$ cat config.mk
export PLATFORM = sky130hd
export DESIGN_NAME = fgn_ctrl
export DESIGN_NICKNAME = d
export VERILOG_FILES = /design/src/fgn_pkg.sv /design/src/fgn_ctrl.sv
export SDC_FILE = /design/constraint.sdc
export NUM_CORES = 1
export LEC_CHECK = 0
export BUFFER_PORTS_ARGS = -buffer_cell sky130_fd_sc_hd__clkbuf_2
export CAP_MARGIN = 20
export CORE_AREA = 2 2 49 51
export DETAILED_ROUTE_END_ITERATION = 12
export DIE_AREA = 0 0 51 53
export GPL_TIMING_DRIVEN = 0
export PLACE_DENSITY_LB_ADDON = 0.08
export SLEW_MARGIN = 25
export SYNTH_ARGS = -nofsm -noshare
export SYNTH_HDL_FRONTEND = slang
export SYNTH_SLANG_ARGS = --single-unit
$ cat constraint.sdc
create_clock -name clock -period 4.1 [get_ports clock]
set_input_delay 0.615 -clock clock [delete_from_list [all_inputs] [get_ports clock]]
set_output_delay 0.615 -clock clock [all_outputs]
set_load 0.005 [all_outputs]
$ cat src/fgn_pkg.sv
`default_nettype none
// ----------------------------------------------------------------------------
// fgn_pkg: shared definitions for the fractal gradient noise unit
// Fixed-point formats, field widths, register indexes, sequencer schedule
// limits and the command and status bundles between controller and datapath.
// ----------------------------------------------------------------------------
package fgn_pkg;

   // fixed-point format and lattice
   localparam int FRAC_BITS       = 16;
   localparam int FX_ONE          = 1 << FRAC_BITS;
   localparam int TABLE_BITS      = 8;
   localparam int TABLE_SIZE      = 1 << TABLE_BITS;
   localparam int MAX_OCTAVES_DEF = 8;

   // stream payload widths
   localparam int REQ_TDATA_W = 112;
   localparam int REQ_TUSER_W = 1;
   localparam int RSP_TDATA_W = 32;

   // configuration port
   localparam int CSR_ADDR_W = 3;
   localparam int CSR_DATA_W = 32;
   localparam logic [CSR_ADDR_W-1:0] CSR_OCTAVE_COUNT = 3'd0;
   localparam logic [CSR_ADDR_W-1:0] CSR_PERSISTENCE  = 3'd1;
   localparam logic [CSR_ADDR_W-1:0] CSR_BASE_SCALE   = 3'd2;
   localparam logic [CSR_ADDR_W-1:0] CSR_OUT_LOW      = 3'd3;
   localparam logic [CSR_ADDR_W-1:0] CSR_OUT_HIGH     = 3'd4;

   // request kinds carried in tuser
   localparam logic CMD_LOAD = 1'b0;
   localparam logic CMD_EVAL = 1'b1;

   // sequencer schedule
   localparam int STEP_W = 5;
   localparam int DIV_QBITS = 24;
   localparam logic [STEP_W-1:0] INIT_LAST_STEP = 5'd3;
   localparam logic [STEP_W-1:0] OCT_LAST_STEP  = 5'd24;
   localparam logic [STEP_W-1:0] DIV_LAST_STEP  = 5'(DIV_QBITS);
   localparam logic [STEP_W-1:0] MAP_LAST_STEP  = 5'd1;

   typedef enum logic [2:0] {
      MODE_IDLE   = 3'd0,
      MODE_INIT   = 3'd1,
      MODE_OCTAVE = 3'd2,
      MODE_DIVIDE = 3'd3,
      MODE_MAP    = 3'd4
   } fgn_mode_type;

   typedef struct packed {
      fgn_mode_type      mode;
      logic [STEP_W-1:0] step;
      logic              load_we;
      logic              eval_start;
      logic              rsp_load;
   } fgn_cmd_type;

   typedef struct packed {
      logic last_octave;
   } fgn_status_type;

endpackage
`default_nettype wire

$ cat src/fgn_ctrl.sv
`default_nettype none
// ----------------------------------------------------------------------------
// fgn_ctrl: sequencer for the fractal gradient noise unit
// Walks init, per-octave, divide and output-mapping schedules, and owns the
// request/response handshakes.
// ----------------------------------------------------------------------------
module fgn_ctrl (
   input  wire                                 clock,
   input  wire                                 reset,
   input  wire                                 req_tvalid,
   output logic                                req_tready,
   input  wire  [fgn_pkg::REQ_TUSER_W-1:0]     req_tuser,
   output logic                                rsp_tvalid,
   input  wire                                 rsp_tready,
   output fgn_pkg::fgn_cmd_type                cmd,
   input  fgn_pkg::fgn_status_type             status
);

   typedef enum logic [4:0] {
      ST_IDLE = 5'b00001,
      ST_INIT = 5'b00010,
      ST_OCT  = 5'b00100,
      ST_DIV  = 5'b01000,
      ST_MAP  = 5'b10000
   } fgn_state_type;

   fgn_state_type                  state_ff, state_in;
   logic [fgn_pkg::STEP_W-1:0]     step_ff, step_in;
   logic                           rsp_valid_ff, rsp_valid_in;
   logic                           req_accept;

   assign req_tready = (state_ff == ST_IDLE);
   assign req_accept = req_tvalid && req_tready;
   assign rsp_tvalid = rsp_valid_ff;

   // next state and command
   always_comb begin
      state_in       = state_ff;
      step_in        = step_ff;
      cmd.mode       = fgn_pkg::MODE_IDLE;
      cmd.step       = step_ff;
      cmd.load_we    = 1'b0;
      cmd.eval_start = 1'b0;
      cmd.rsp_load   = 1'b0;
      unique case (state_ff)
         ST_IDLE: begin
            if (req_accept) begin
               if (req_tuser[0] == fgn_pkg::CMD_EVAL) begin
                  cmd.eval_start = 1'b1;
                  state_in       = ST_INIT;
                  step_in        = '0;
               end else begin
                  cmd.load_we = 1'b1;
               end
            end
         end
         ST_INIT: begin
            cmd.mode = fgn_pkg::MODE_INIT;
            if (step_ff == fgn_pkg::INIT_LAST_STEP) begin
               state_in = ST_OCT;
               step_in  = '0;
            end else begin
               step_in = step_ff + 1'b1;
            end
         end
         ST_OCT: begin
            cmd.mode = fgn_pkg::MODE_OCTAVE;
            if (step_ff == fgn_pkg::OCT_LAST_STEP) begin
               step_in = '0;
               if (status.last_octave) begin
                  state_in = ST_DIV;
               end
            end else begin
               step_in = step_ff + 1'b1;
            end
         end
         ST_DIV: begin
            cmd.mode = fgn_pkg::MODE_DIVIDE;
            if (step_ff == fgn_pkg::DIV_LAST_STEP) begin
               state_in = ST_MAP;
               step_in  = '0;
            end else begin
               step_in = step_ff + 1'b1;
            end
         end
         ST_MAP: begin
            cmd.mode = fgn_pkg::MODE_MAP;
            if (step_ff != fgn_pkg::MAP_LAST_STEP) begin
               step_in = step_ff + 1'b1;
            end else if (!rsp_valid_ff || rsp_tready) begin
               cmd.rsp_load = 1'b1;
               state_in     = ST_IDLE;
               step_in      = '0;
            end
         end
         default: begin
            state_in = ST_IDLE;
            step_in  = '0;
         end
      endcase
   end

   // output valid: set on load of a new result, cleared when taken
   always_comb begin
      rsp_valid_in = rsp_valid_ff;
      if (cmd.rsp_load) begin
         rsp_valid_in = 1'b1;
      end else if (rsp_tready) begin
         rsp_valid_in = 1'b0;
      end
   end

   always_ff @(posedge clock) begin
      if (reset) begin
         state_ff     <= ST_IDLE;
         step_ff      <= '0;
         rsp_valid_ff <= 1'b0;
      end else begin
         state_ff     <= state_in;
         step_ff      <= step_in;
         rsp_valid_ff <= rsp_valid_in;
      end
   end

   // schedule stays within its octave window
   a_oct_step_range: assert property (@(posedge clock) disable iff (reset)
      (state_ff == ST_OCT) |-> (step_ff <= fgn_pkg::OCT_LAST_STEP))
      else $error("octave step beyond schedule");

   // a result only appears out of the mapping stage
   a_rsp_from_map: assert property (@(posedge clock) disable iff (reset)
      $rose(rsp_valid_ff) |-> ($past(state_ff) == ST_MAP))
      else $error("response raised outside mapping stage");

   // an evaluate request starts the init schedule
   a_eval_starts: assert property (@(posedge clock) disable iff (reset)
      (req_accept && (req_tuser[0] == fgn_pkg::CMD_EVAL)) |=>
         (state_ff == ST_INIT && step_ff == '0))
      else $error("evaluate request did not start init");

endmodule
`default_nettype wire

==> metrics <==
outcome completed; Unique masters post-synth 32; TritonRoute pass-1 iters 4; Worst EP arrival 1.63 ns; CTS tree done; max-slew violations 0; initial antenna violation count 0; number of flops mapped to enable cells by yosys 0; Worst Setup End Kind primary output; DRT iter0 DRCs 9; Syn Inst Count 87; GRT Resource Usage Total between 10% and 20%; CTS max path bufs 2; Synth Cell Area just over 700 sq um; Max Cap Viol 0; first-pass GRT wire length about 2700 microns; vias in the first global route 597; Avg WL per Cell between 10 and 15 microns; RSZ-0062 raised after global routing no; setup bufs post-CTS 0; H-tree depth 1; average cell area after synthesis ~8.2 sq um; row count 17; Initial Utilization around 33%; synth warn 0; crit-path max FO 9; # hold bufs at CTS 0; largest net degree at the start of global routing 11; Period Utilization, post-route a little over half; worst slew pin tran roughly 0.56 ns; r2r startpoint state_ff[3]; mux cell area share after synthesis under 10%; # diodes 0; Synth Area in Compound Gates 15.03%; Layout area overhead 20.45%; Synth Net Count 96; Lkg Pwr around 0.00038 uW; Synth Area in XOR/XNOR 6.119%; design area 862.1 sq um; Final setup viols 0; setup TNS 0 ns; Most used DFF post-synth dfxtp_1; hold path cells 2; Hold WC Path Type flip-flop to flip-flop; routed vias/inst roughly 4.7; worst endpoint required time about 3.5 ns; global route overflow 0; Detail Route Antenna Nets 0; die area 0.002703 sq mm; crit path kind flip-flop to primary output; Area after DPL 835.8 sq um; Worst-Skew Late Latency 0.27 ns; hold_sp rsp_tvalid; GPL Wtd Cong 0.7487; Reg2Reg Depth 6; fin crit period roughly 2.2 ns; layout cells sized above 1 about 27%; clock sink count 11; Pwr Density ~280 mW/mm^2; largest family of logic cells by synthesized area simple AND/OR/NAND/NOR gates; Nets 118; Clock transition at path regs 0.09 ns; Min-Delay Endpoint rsp_tvalid; Die X 51 microns; vias 636; Layout Skew 0.01037 ns; Hold Fails Final Rpt 0; post-layout util 40.13%; I/O pins 19; Post-DP HPWL 1154 microns; total wire length 1535 microns; asr flop ratio synth 0%; simple-gate share of the synthesized area 31.64%; GRT met2 Usage about a fifth; sequential area share after synthesis ~31%; Worst Setup SP state_ff[4]; top achievable clock speed 444.7 MHz; Die Y 53 microns; Reg2Reg Setup Slack 2.16 ns; IO buf count 17; Rel. slew slack 62.11%; # DRC 0; worst r2r dst state_ff[2]; grt peak-use layer met2; CTS Buf Count 3; clock root cell clkbuf_4; met3 Usage GRT 1.695%; post-synthesis adder-cell area fraction 5.245%; met1 track demand over resource 18.12%; CP Launch Type flip-flop; Peak supply drop 0.0001332 V; Post-CTS Resized 0; register bit total from synthesis 11; CORE AREA 0.002148 sq mm
==> state kept, by name, indices dropped and copies added (netlist names) <==
name and flops:
step_ff 5, rsp_tvalid 1, state_ff 5
==> metrics by stage <==
stage                     hold slack (ns)  power [uW]  setup slack [ns]  instances
after global routing               0.6104       254.9             1.688        136
final                              0.5524       240.3             1.851        136
after floorplan                    0.5201       150.0             2.276         87
after CTS                          0.5600       243.1             1.834        136
after global placement             0.5363       164.4             2.136        132
after detailed placement           0.5461       164.6             2.153        132
==> cell type report <==
class	instances	area (sq um)
fill	228	1286
multi-input combinational	67	446.7
sequential	11	220.2
timing repair buffer	17	85.08
tap	28	35.03
buffer	5	33.78
clock buffer	4	26.28
inverter	4	15.01
==> cell usage after synthesis, drive strengths merged (3+ instances only) <==
cell / n / share of area [%]
a21oi: 6 / 5.2
buf: 4 / 4.2
nand2: 4 / 2.1
nor2: 11 / 5.8
xor2: 4 / 4.9
dfxtp: 11 / 31
o21ai: 5 / 3.5
nor2b: 3 / 2.6
inv: 4 / 2.1
ha: 3 / 5.2
nand3: 3 / 2.1
nand4: 5 / 4.4
==> cells in the final DEF, fill, tap and decap left out <==
master	Yosys	final
a211oi_2	1	1
a21boi_0	1	1
a21oi_1	4	4
a21oi_2	2	2
a31o_4	1	1
and2_1	2	2
and3_1	2	2
buf_1	1	1
buf_4	2	2
buf_6	1	1
clkbuf_1	1	2
clkbuf_2	0	17
clkbuf_4	0	3
dfxtp_1	11	11
ha_1	3	3
inv_1	4	4
mux2_2	1	1
mux2i_1	2	2
nand2_1	4	4
nand2b_1	2	2
nand3_1	3	3
nand4_1	5	5
nand4b_1	2	2
nor2_1	11	11
nor2b_1	3	3
nor3_1	2	2
nor4_1	2	2
o211ai_1	1	1
o21ai_0	5	5
or2b_1	1	1
or3_1	1	1
or4b_4	1	1
xnor2_1	1	1
xor2_1	4	4
==> power breakdown <==
group | switching [uW] | internal, uW | total, uW | leakage, uW
sequential | 5.29 | 110 | 116 | 0.0000891
combinational | 25.1 | 21.5 | 46.6 | 0.000272
clock | 40.6 | 37.6 | 78.2 | 0.0000150
total | 71.0 | 169 | 240 | 0.000376
==> worst max-delay path, stage by stage (launching register included) <==
cell      delay (ns)
dfxtp_1         0.30
clkbuf_1        0.19
nor4_1          0.34
and2_1          0.22
and3_1          0.19
clkbuf_2        0.12
==> cells by family (layout without fill, tap and decap cells) <==
group,count (synthesis),in the layout
adder cells (fa/ha/maj),3,3
AND/OR/NAND/NOR,41,41
XOR/XNOR,5,5
buffers and inverters,9,30
AO/OA/AOI/OAI,15,15
flip-flops,11,11
multiplexers,3,3
==> per-layer routing <==
| metal | wire length, microns | vias up | part of all wire, % |
|---|---|---|---|
| li1 | - | 346 | - |
| met2 | 605 | 16 | 39 |
| met4 | 23 | 0 | 1.5 |
| met3 | 59 | 2 | 3.8 |
| met5 | 0 | - | 0 |
| met1 | 847 | 272 | 55 |
==> worst max-delay path by stage <==
| stage | to | slack [ns] | cells past startpoint |
|---|---|---|---|
| global route | cmd[2] | 1.69 | 6 |
| global placement | cmd[1] | 2.14 | 5 |
| CTS | cmd[1] | 1.83 | 5 |
| finish | cmd[1] | 1.85 | 5 |
| floorplan | state_ff[2] | 2.28 | 6 |
| detailed placement | cmd[1] | 2.15 | 5 |
Note: power is estimated with default switching activity, not from simulation.
